[src/gmf_pkg.sv]
// ----------------------------------------------------------------------------
// Gradient magnitude filter package
// Shared constants, codes and the command and status bundles that connect
// the controller with the datapath.
// ----------------------------------------------------------------------------
package gmf_pkg;

   localparam int MAX_WIDTH_DEF = 1024;

   // Configuration register layout.
   localparam int CFG_W     = 11;
   localparam int CSR_IDX_W = 2;
   localparam logic [CSR_IDX_W-1:0] REG_FRAME_WIDTH  = 2'd0;
   localparam logic [CSR_IDX_W-1:0] REG_FRAME_HEIGHT = 2'd1;
   localparam logic [CFG_W-1:0] FRAME_WIDTH_RST  = 11'd900;
   localparam logic [CFG_W-1:0] FRAME_HEIGHT_RST = 11'd480;
   localparam logic [CFG_W-1:0] HEIGHT_LIMIT     = 11'd1024;

   // Item kind carried on the input user bits.
   localparam logic FUNC_PIXEL = 1'b0;
   localparam logic FUNC_DRAIN = 1'b1;

   localparam int PIX_W = 8;
   localparam int POS_W = 10;
   localparam int SQ_W  = 17;
   localparam int OUT_DATA_W = 32;
   localparam logic [PIX_W-1:0] MAG_SAT = 8'd255;

   typedef struct packed {
      logic take;        // input word accepted this cycle
      logic rd_side;     // line stores address the neighbor columns
      logic cap_center;  // capture center and above pixels
      logic grad;        // form gx and gy
      logic root_start;  // launch the square root unit
      logic wr_upper;    // shift center into the upper line
      logic wr_middle;   // store the new pixel into the middle line
      logic out_load;    // load the result register
      logic edge_col;
      logic edge_row;
      logic frame_end;
   } gmf_cmd_type;

   typedef struct packed {
      logic root_busy;
      logic out_free;
   } gmf_stat_type;

endpackage

[src/gmf_ctrl.sv]
// ----------------------------------------------------------------------------
// Gradient magnitude controller
// Frame position, configuration registers and the per-word sequencer.
// ----------------------------------------------------------------------------
module gmf_ctrl #(
   parameter int MAX_WIDTH = gmf_pkg::MAX_WIDTH_DEF
) (
   input  logic                            clock,
   input  logic                            reset,
   input  logic                            req_tvalid,
   output logic                            req_tready,
   input  logic                            req_tuser,
   input  logic                            csr_we,
   input  logic [gmf_pkg::CSR_IDX_W-1:0]   csr_index,
   input  logic [gmf_pkg::CFG_W-1:0]       csr_wdata,
   output gmf_pkg::gmf_cmd_type            cmd,
   input  gmf_pkg::gmf_stat_type           stat,
   output logic [$clog2(MAX_WIDTH)-1:0]    col,
   output logic [gmf_pkg::POS_W-1:0]       res_row
);
   import gmf_pkg::*;

   localparam int AW = $clog2(MAX_WIDTH);
   localparam int EW = ($clog2(MAX_WIDTH + 1) > CFG_W) ? $clog2(MAX_WIDTH + 1) : CFG_W;

   typedef enum logic [2:0] {
      S_IDLE, S_RD0, S_RD1, S_RD2, S_START, S_ROOT, S_OUT
   } state_type;

   typedef enum logic [1:0] {
      OP_SKIP, OP_ROW0, OP_MID, OP_DRAIN
   } op_type;

   state_type state_ff, state_in;
   op_type    op_ff, op_in, op_now;
   logic [CFG_W-1:0] width_ff, width_in, height_ff, height_in;
   logic [AW-1:0]    col_ff, col_in;
   logic [POS_W-1:0] row_ff, row_in, res_row_ff, res_row_in;
   logic             drain_ff, drain_in;
   logic             edge_col_ff, edge_col_in, edge_row_ff, edge_row_in;
   logic             last_ff, last_in;
   logic [EW-1:0]    w_eff, col_next;
   logic [CFG_W-1:0] h_eff, row_next;
   logic             accept, advance;

   always_comb begin
      if (width_ff == '0) begin
         w_eff = EW'(1);
      end else if (EW'(width_ff) > EW'(MAX_WIDTH)) begin
         w_eff = EW'(MAX_WIDTH);
      end else begin
         w_eff = EW'(width_ff);
      end
      if (height_ff == '0) begin
         h_eff = CFG_W'(1);
      end else if (height_ff > HEIGHT_LIMIT) begin
         h_eff = HEIGHT_LIMIT;
      end else begin
         h_eff = height_ff;
      end
   end

   assign accept   = req_tvalid && (state_ff == S_IDLE);
   assign col_next = EW'(col_ff) + EW'(1);
   assign row_next = CFG_W'(row_ff) + CFG_W'(1);

   always_comb begin
      if (req_tuser == FUNC_PIXEL) begin
         op_now = drain_ff ? OP_SKIP : ((row_ff == '0) ? OP_ROW0 : OP_MID);
      end else begin
         op_now = drain_ff ? OP_DRAIN : OP_SKIP;
      end
   end

   always_comb begin
      state_in    = state_ff;
      op_in       = op_ff;
      width_in    = width_ff;
      height_in   = height_ff;
      col_in      = col_ff;
      row_in      = row_ff;
      drain_in    = drain_ff;
      edge_col_in = edge_col_ff;
      edge_row_in = edge_row_ff;
      last_in     = last_ff;
      res_row_in  = res_row_ff;
      advance     = 1'b0;

      unique case (state_ff)
         S_IDLE: begin
            if (accept && op_now != OP_SKIP) begin
               state_in    = S_RD0;
               op_in       = op_now;
               last_in     = col_next >= w_eff;
               edge_col_in = (col_ff == '0) || (col_next >= w_eff);
               edge_row_in = (op_now == OP_DRAIN) || (row_ff == POS_W'(1));
               res_row_in  = (op_now == OP_DRAIN) ? POS_W'(h_eff - CFG_W'(1))
                                                  : row_ff - POS_W'(1);
            end
         end
         S_RD0: state_in = S_RD1;
         S_RD1: state_in = S_RD2;
         S_RD2: begin
            if (op_ff == OP_ROW0) begin
               state_in = S_IDLE;
               advance  = 1'b1;
            end else begin
               state_in = S_START;
            end
         end
         S_START: state_in = S_ROOT;
         S_ROOT: begin
            if (!stat.root_busy) begin
               state_in = S_OUT;
            end
         end
         S_OUT: begin
            if (stat.out_free) begin
               state_in = S_IDLE;
               advance  = 1'b1;
            end
         end
         default: state_in = S_IDLE;
      endcase

      if (advance) begin
         if (col_next >= w_eff) begin
            col_in = '0;
            if (op_ff == OP_DRAIN) begin
               drain_in = 1'b0;
            end else if (row_next >= h_eff) begin
               row_in   = '0;
               drain_in = 1'b1;
            end else begin
               row_in = row_ff + POS_W'(1);
            end
         end else begin
            col_in = col_ff + AW'(1);
         end
      end

      // A register write restarts the frame; the line stores are kept.
      if (csr_we && (csr_index == REG_FRAME_WIDTH || csr_index == REG_FRAME_HEIGHT)) begin
         if (csr_index == REG_FRAME_WIDTH) begin
            width_in = csr_wdata;
         end else begin
            height_in = csr_wdata;
         end
         col_in   = '0;
         row_in   = '0;
         drain_in = 1'b0;
      end
   end

   always_ff @(posedge clock) begin
      if (reset) begin
         state_ff  <= S_IDLE;
         width_ff  <= FRAME_WIDTH_RST;
         height_ff <= FRAME_HEIGHT_RST;
         col_ff    <= '0;
         row_ff    <= '0;
         drain_ff  <= 1'b0;
      end else begin
         state_ff  <= state_in;
         width_ff  <= width_in;
         height_ff <= height_in;
         col_ff    <= col_in;
         row_ff    <= row_in;
         drain_ff  <= drain_in;
      end
      op_ff       <= op_in;
      edge_col_ff <= edge_col_in;
      edge_row_ff <= edge_row_in;
      last_ff     <= last_in;
      res_row_ff  <= res_row_in;
   end

   always_comb begin
      cmd            = '0;
      cmd.take       = accept;
      cmd.rd_side    = (state_ff == S_RD1);
      cmd.cap_center = (state_ff == S_RD1);
      cmd.grad       = (state_ff == S_RD2);
      cmd.root_start = (state_ff == S_START);
      cmd.edge_col   = edge_col_ff;
      cmd.edge_row   = edge_row_ff;
      cmd.frame_end  = (op_ff == OP_DRAIN) && last_ff;
      if (state_ff == S_RD2 && op_ff == OP_ROW0) begin
         cmd.wr_upper  = 1'b1;
         cmd.wr_middle = 1'b1;
      end
      if (state_ff == S_OUT && stat.out_free) begin
         cmd.out_load  = 1'b1;
         cmd.wr_upper  = 1'b1;
         cmd.wr_middle = (op_ff == OP_MID);
      end
   end

   assign req_tready = (state_ff == S_IDLE);
   assign col        = col_ff;
   assign res_row    = res_row_ff;

endmodule

[config.mk]
export PLATFORM = sky130hd
export DESIGN_NAME = gmf_ctrl
export DESIGN_NICKNAME = d
export VERILOG_FILES = /design/src/gmf_pkg.sv /design/src/gmf_ctrl.sv
export SDC_FILE = /design/constraint.sdc
export NUM_CORES = 1
export LEC_CHECK = 0
export BUFFER_PORTS_ARGS = -buffer_cell sky130_fd_sc_hd__buf_2
export CAP_MARGIN = 20
export CORE_MARGIN = 3
export CORE_UTILIZATION = 25
export CTS_BUF_LIST = sky130_fd_sc_hd__clkbuf_8
export DETAILED_ROUTE_END_ITERATION = 7
export GPL_TIMING_DRIVEN = 0
export PLACE_DENSITY = 0.5
export SETUP_SLACK_MARGIN = 0.5
export SYNTH_ARGS = -nofsm -noshare
export SYNTH_HDL_FRONTEND = slang
export SYNTH_SLANG_ARGS = --single-unit
[constraint.sdc]
create_clock -name clock -period 7.2 [get_ports clock]
set_clock_uncertainty 0.15 [all_clocks]
set_input_delay 1.8 -clock clock [delete_from_list [all_inputs] [get_ports clock]]
set_output_delay 1.8 -clock clock [all_outputs]
set_load 0.02 [all_outputs]
# == After elaboration in Yosys (flattened, before gate mapping) ==
# Index checks and enable logic that the tools add are counted.
# totals
regBits,61
elab_cells,85
in_bits,20
output_inout_bits,32
# op_classes
n_eq_ne,15
n_mux,23
reduce_logical,24
bitwise,2
n_addsub,6
magnitude_cmp,4
# op_table
op,n
$mux W11,4
$mux W10,3
$add A10 B1 Y11 const B,2
$ge A11 B11 Y1,2
$gt A11 B11 Y1 const B,2
$logic_not A11 Y1,2
$pmux W3 S7,1
$add A10 B1 Y10 const B,2
$logic_not A10 Y1,2
$sub A10 B1 Y10 const B,2
$mux W3,5
$eq A10 B1 Y1 const B,1
$mux W2,5
$eq A3 B3 Y1 const B,3
$reduce_and A3 Y1,3
$eq A2 B2 Y1 const B,3
$eq A3 B2 Y1 const B,2
$logic_and A1 B1 Y1,6
$reduce_and A2 Y1,3
$eq A2 B1 Y1 const B,2
$mux W1,4
$ne A2 B2 Y1 const B,2
$reduce_bool A2 Y1,2
$eq A3 B1 Y1 const B,1
7 further kinds,10

# == Logic depth before layout (Yosys ltp) ==
# Gate-level depths: netlist of run 1.
# logic_depth
depth_word,8
depth_mapped,14
mapped_depth_nobuf,13

# == Worst setup path after synthesis of run 1 ==
# No wires, ideal clock.
# synth_path
path_kind,input -> output
startpoint,input port stat[0] (netlist name)
endpoint,output port cmd[4] (netlist name)
cell_stages,4
path_buffers,0
t_required_ns,5.250
t_arrival_ns,2.832
path_slack_ns,2.418
cell_sequence,nand2_1 -> nor3b_2 -> nand2_1 -> o21ai_0
# synth_lines
element,line_no,text
from (decl),gmf_ctrl.sv:17,"input gmf_pkg::gmf_stat_type stat,"
to (decl),gmf_ctrl.sv:16,"output gmf_pkg::gmf_cmd_type cmd,"

==> impl_metrics.json, run 1 <==
{
  "crit_fanout": 8,
  "globalplace.congestion": 0.8207,
  "rows": 45,
  "io_buffers": 50,
  "synth_nets": 519,
  "dieWidth_um": 131.2,
  "drtPass1Iterations": 5,
  "rsz0062_at_grt": "false",
  "start_util_pct": 25.67,
  "synthToLayoutAreaGrowth_pct": 19.46,
  "dr_wl_met3_um": 532,
  "switching_power_uw": 195.3,
  "slew_headroom_pct": 59.76,
  "p_seq_share_pct": 45.9,
  "wl_mm": 10.60,
  "seq_area_frac_synth_pct": 35.02,
  "fin_crit_sh_pct": 66.10,
  "die-height_um": 131.2,
  "clock_power_share_pct": 44.2,
  "fin_crit_ns": 4.759,
  "n_fill_cell": 1637,
  "dpl.hpwl_mm": 8.279,
  "cts-root-buf": "clkbuf_8",
  "drtIter0Drc": 176,
  "cts_resized": 0,
  "core_area_mm2": 0.01526,
  "grt_pass1_wl_mm": 17.63,
  "drt-wirelength-per-cell_um": 14.15,
  "avgSynthCellArea_um2": 8.332,
  "synth_cell_types": 59,
  "drcViolationCount": 0,
  "synthTopCellsByArea": "dfxtp_1, edfxtp_1, ha_1, nand2_1, a21oi_1",
  "synth_flop_cell": "dfxtp_1",
  "grt_max_degree": 11,
  "path_clk_slew_ns": 0.07,
  "post-cts-setup-buffers": 0,
  "power.density_mw_per_mm2": 170.0,
  "drive_above_1_share_pct": 17.29,
  "internal_power_uw": 599.9,
  "cts_buffers": 9,
  "ios": 52,
  "swShare_pct": 24.56,
  "synth_area_mm2": 0.003916,
  "setup_ws_ns": 2.441,
  "cp.arrival_ns": 2.81,
  "wl_met2_mm": 4.724,
  "status": "completed",
  "yosys.area.top_type_share_pct": 23.51,
  "worst-setup-path-type": "input port to primary output",
  "critical_path_required_ns": 5.25,
  "antenna_found_initial": 0,
  "grt_pass1_vias": 3470,
  "slew_violations": 0,
  "yosysMostFrequentCell": "nand2_1",
  "detailedPlace.worstSlack_ns": 2.434,
  "power_leakage_uw": 0.002001,
  "ys_ff_latch": 61,
  "power_frac_comb_pct": 9.9,
  "grt-ovfl-total": 0,
  "syn_inst": 470,
  "clock.fmax_mhz": 210.1,
  "tightest_slew_ns": 0.5995,
  "yosys-top-cells-count": "nand2_1, dfxtp_1, a21oi_1",
  "ctsHoldBuffers": 0,
  "clock_path_buffers": 2,
  "final-setup-viol-count": 0,
  "hold_path_class": "flip-flop to flip-flop",
  "maxCapViolCount": 0,
  "final-seq-area_mm2": 0.001371,
  "vias": 3606,
  "synth_top_cell_by_area": "dfxtp_1",
  "cts_tree": "done",
  "peakVddDrop_uv": 67.69,
  "die_area_mm2": 0.01720,
  "final_hold_viol_count": 0,
  "async_flop_share_pct": 0,
  "htree_num_levels": 3,
  "final_nets": 582,
  "top_layer": "met4",
  "endpoint_kind": "primary output",
  "met1_length_mm": 5.237,
  "setup-tns-final_ns": 0,
  "insertion_delay_ns": 0.35,
  "yosys_warnings": 0,
  "clock_sinks": 61,
  "track_usage_pct": 12.46,
  "synth_edf_count": 15,
  "via_per_inst": 4.814,
  "diodes": 0,
  "multi_input_area_mm2": 0.002352,
  "detail-route-antenna-nets": 0,
  "start_kind": "input port"
}
[flip-flops by register name, indices dropped and copies added (netlist names), 2 cells and up]
register and cells:
col 10, height_ff 11, op_ff 2, res_row 10, row_ff 10, state_ff 3
width_ff 11
[cell usage in the layout (no fill, tap or decap), types with 13 or more instances in the layout]
| master | count |
|---|---|
| nand2_1 | 86 |
| buf_2 | 62 |
| dfxtp_1 | 46 |
| a21oi_1 | 30 |
| ha_1 | 29 |
| nor2_1 | 26 |
| clkbuf_1 | 15 |
| edfxtp_1 | 15 |
| nand3_1 | 14 |
| inv_1 | 14 |
| xor2_1 | 14 |
| a22o_1 | 14 |
| xnor2_1 | 13 |
[worst max-delay path, stage by stage]
cell and delay [ns]:
buf_2 0.10, nand2_1 0.08, nor3b_2 0.22, nor2b_1 0.08, buf_2 0.18, inv_1 0.16
buf_2 0.20
[path summary, 6_finish.rpt]
path                                   from           to  slack (ns)  cells after the start
worst max-delay path                stat[0]       cmd[5]        2.44                      7
worst min-delay path            width_ff[0]  width_ff[0]        0.31                      2
worst max register to register       col[0]    row_ff[1]        3.49                     14
worst min register to register  width_ff[0]  width_ff[0]        0.31                      2
[cells by family after synthesis]
| kind of cell | count (synthesis) | share of synthesized area [%] |
|---|---|---|
| and+or+nand+nor | 201 | 25.88 |
| DFF | 61 | 35.02 |
| AOI/OAI and AO/OA | 104 | 17.92 |
| xor gates and xnor gates | 27 | 6.038 |
| adders and majority gates | 29 | 9.265 |
| muxes | 3 | 0.7987 |
| buffers and inverters | 45 | 5.080 |
[per-stage QoR]
step / utilization (%) / cells / power [uW] / hold slack (ns) / cell area, um^2
2_1_floorplan: - / 470 / 423.6 / 0.2858 / 3916
3_3_place_gp: 29.04 / 731 / 448.7 / 0.3031 / 4431
3_5_place_dp: 29.18 / 733 / 451.2 / 0.3024 / 4452
4_1_cts: 30.66 / 749 / 804.0 / 0.3122 / 4678
5_1_grt: 30.66 / 749 / 829.7 / 0.3365 / 4678
6_report: 30.66 / 749 / 795.1 / 0.3095 / 4678
[layer usage]
metal	vias to the layer above	global-route usage [%]
li1	1808	-
met1	1702	17.36
met2	91	19.07
met3	5	3.063
met4	0	3.792
met5	-	0
[power by group through the flow]
| stage | clock (uW) | sequential, uW | combinational (uW) |
|---|---|---|---|
| floorplan | 0 | 370 | 53.3 |
| global placement | 0 | 373 | 75.7 |
| detailed placement | 0 | 373 | 78.5 |
| CTS | 360 | 365 | 78.8 |
| global route | 375 | 366 | 88.4 |
| finish | 352 | 365 | 78.4 |
[cell type report]
type | instances | area share (%)
Tap cell | 211 | 5.643
Clock buffer | 11 | 3.236
Clock inverter | 5 | 1.605
Multi-Input combinational cell | 364 | 50.28
Sequential cell | 61 | 29.31
Buffer | 32 | 3.209
Timing Repair Buffer | 52 | 5.670
Inverter | 13 | 1.043
Power figures use the tool's default switching activity.
==> run 2, diff against run 1 <==
ABC_AREA = 1   (was default)
PLACE_DENSITY = 0.51   (was 0.5)
clock period = 4.2 ns   (was 7.2 ns; I/O delays follow)
==> impl_metrics.json, run 2 <==
{
  "status": "completed",
  "rsz0062_at_grt": "false",
  "clock_path_buffers": 2,
  "track_usage_pct": 12.02,
  "synth_edf_count": 15,
  "tightest_slew_ns": 0.6730,
  "htree_num_levels": 3,
  "drt-wirelength-per-cell_um": 12.49,
  "layout_common_cells": "nand2_1, nor2_1, inv_1",
  "final-setup-viol-count": 0,
  "grt_max_degree": 13,
  "synth_top_cell_by_area": "dfxtp_1",
  "critical_path_required_ns": 4.29,
  "wl_met2_mm": 4.815,
  "grt_pass1_vias": 3342,
  "power.density_mw_per_mm2": 325.7,
  "crit_fanout": 9,
  "drcViolationCount": 0,
  "yosys-top-cells-count": "nand2_1, nor2_1, inv_1",
  "yosysMostFrequentCell": "nand2_1",
  "swShare_pct": 32.53,
  "worstSetupEndpoint": "row_ff[1]",
  "vias": 3684,
  "dpl.hpwl_mm": 8.350,
  "worst-setup-path-type": "flip-flop to flip-flop",
  "avgSynthCellArea_um2": 6.945,
  "maxCapViolCount": 0,
  "ios": 52,
  "insertion_delay_ns": 0.35,
  "dr_wl_met3_um": 413,
  "rows": 45,
  "antenna_found_initial": 0,
  "slew_headroom_pct": 54.72,
  "clock.fmax_mhz": 300.2,
  "io_buffers": 51,
  "setup-tns-final_ns": 0,
  "synth_nets": 619,
  "detail-route-antenna-nets": 0,
  "globalplace.congestion": 0.8470,
  "timing.reg2reg.setup_slack_ns": 0.87,
  "via_per_inst": 4.339,
  "slew_violations": 0,
  "layout_commonest_cell": "nand2_1",
  "syn_inst": 570,
  "synth_area_mm2": 0.003959,
  "die_area_mm2": 0.01738,
  "path_clk_slew_ns": 0.07,
  "wl_mm": 10.60,
  "grt_pass1_wl_mm": 16.99,
  "cp.arrival_ns": 3.42,
  "dieWidth_um": 131.8,
  "yosys.area.top_type_share_pct": 23.26,
  "detailedPlace.worstSlack_ns": 0.8275,
  "setup_ws_ns": 0.8694,
  "drtIter0Drc": 237,
  "synth_flop_cell": "dfxtp_1",
  "drtPass1Iterations": 4,
  "ys_ff_latch": 61,
  "grt-ovfl-total": 0,
  "r2r_end": "row_ff[1]",
  "fin_crit_sh_pct": 79.30,
  "top_layer": "met4",
  "hold_path_class": "flip-flop to flip-flop",
  "power_leakage_uw": 0.002283,
  "cts_tree": "done",
  "core_area_mm2": 0.01537,
  "clock_power_share_pct": 36.8,
  "diodes": 0,
  "die-height_um": 131.8,
  "async_flop_share_pct": 0,
  "p_seq_share_pct": 43.2,
  "worstSetupStartpoint": "row_ff[0]",
  "fin_crit_ns": 3.331,
  "synthTopCellsByArea": "dfxtp_1, nand2_1, edfxtp_1, ha_1, nor2_1",
  "start_util_pct": 25.75,
  "drive_above_1_share_pct": 15.20,
  "reg2regPathDepth": 18,
  "cts_buffers": 9,
  "internal_power_uw": 1034,
  "power_frac_comb_pct": 20.0,
  "peakVddDrop_uv": 147.5,
  "yosys_warnings": 0,
  "ctsHoldBuffers": 0,
  "post-cts-setup-buffers": 0,
  "seq_area_frac_synth_pct": 34.64,
  "r2r-start": "row_ff[0]",
  "endpoint_kind": "flip-flop",
  "final_nets": 682,
  "synthToLayoutAreaGrowth_pct": 18.87,
  "reg_top3": "height_ff (11), width_ff (11)",
  "met1_length_mm": 5.275,
  "clock_sinks": 61,
  "switching_power_uw": 498.5,
  "final_hold_viol_count": 0,
  "start_kind": "flip-flop",
  "synth_cell_types": 36,
  "cts-root-buf": "clkbuf_8"
}
run 2: stage by stage:
step / cell area [um^2] / std cells / hold slack, ns / utilization, % / total power, uW
6_report: 4706 / 849 / 0.3102 / 30.61 / 1532
5_1_grt: 4706 / 849 / 0.3688 / 30.61 / 1605
4_1_cts: 4702 / 849 / 0.3157 / 30.59 / 1548
3_5_place_dp: 4494 / 833 / 0.3060 / 29.24 / 984.0
3_3_place_gp: 4478 / 832 / 0.3047 / 29.13 / 979.6
2_1_floorplan: 3959 / 570 / 0.2846 / - / 886.9
run 2: critical path: stages, from the launching register on:
cell and delay [ns]:
dfxtp_1 0.55, ha_1 0.26, nand2_1 0.07, nor2_1 0.21
inv_1 0.08, nor3_2 0.22, nand3_1 0.14, nand2_1 0.09
inv_1 0.05, ha_1 0.31, nand2_1 0.06, nor2_1 0.12
nand2_1 0.06, nor2_1 0.10, nor2_1 0.04, nand2_1 0.19
clkinvlp_4 0.26, a21oi_1 0.21, nor2_1 0.06
run 2: how the worst min path moves through the flow:
stage	from	endpoint	slack [ns]	cells after the start
global route	width_ff[2]	width_ff[2]	0.37	2
detailed placement	drain_ff	drain_ff	0.31	2
finish	drain_ff	drain_ff	0.31	2
CTS	drain_ff	drain_ff	0.32	2
floorplan	drain_ff	drain_ff	0.28	2
global placement	drain_ff	drain_ff	0.30	2
run 2: power by group through the flow:
stage | Clock [uW] | Combinational [uW] | Sequential [uW]
2_1_floorplan | 0 | 217 | 670
3_3_place_gp | 0 | 302 | 678
3_5_place_dp | 0 | 308 | 676
4_1_cts | 576 | 309 | 663
5_1_grt | 599 | 340 | 666
6_report | 563 | 307 | 663
run 2: cells by family after synthesis:
kind of cell / count (synthesis) / synth area share (%)
buffers and inverters: 82 / 8.881
xor gates and xnor gates: 13 / 2.876
AOI/OAI and AO/OA: 94 / 12.93
and+or+nand+nor: 290 / 31.26
DFF: 61 / 34.64
muxes: 1 / 0.2529
adders and majority gates: 29 / 9.166
run 2: cell type report:
type                       instances  area (um^2)
timing repair buffer              52        266.5
multi-input combinational        427         2241
clock inverter                     6        70.07
clock buffer                      10        137.6
tap                              211        264.0
sequential                        61         1371
inverter                          66        254.0
fill                            1681        10670
buffer                            16        101.3
run 2: what timing repair did:
item	in CTS	in global routing
setup endpoints to repair	0	1
resized for setup	0	1
endpoints found under the hold margin	0	0
run 2: per-layer routing:
metal | vias up | track usage (%)
met5 | - | 0
li1 | 1984 | -
met3 | 9 | 2.099
met4 | 0 | 3.967
met1 | 1625 | 16.31
met2 | 66 | 19.43
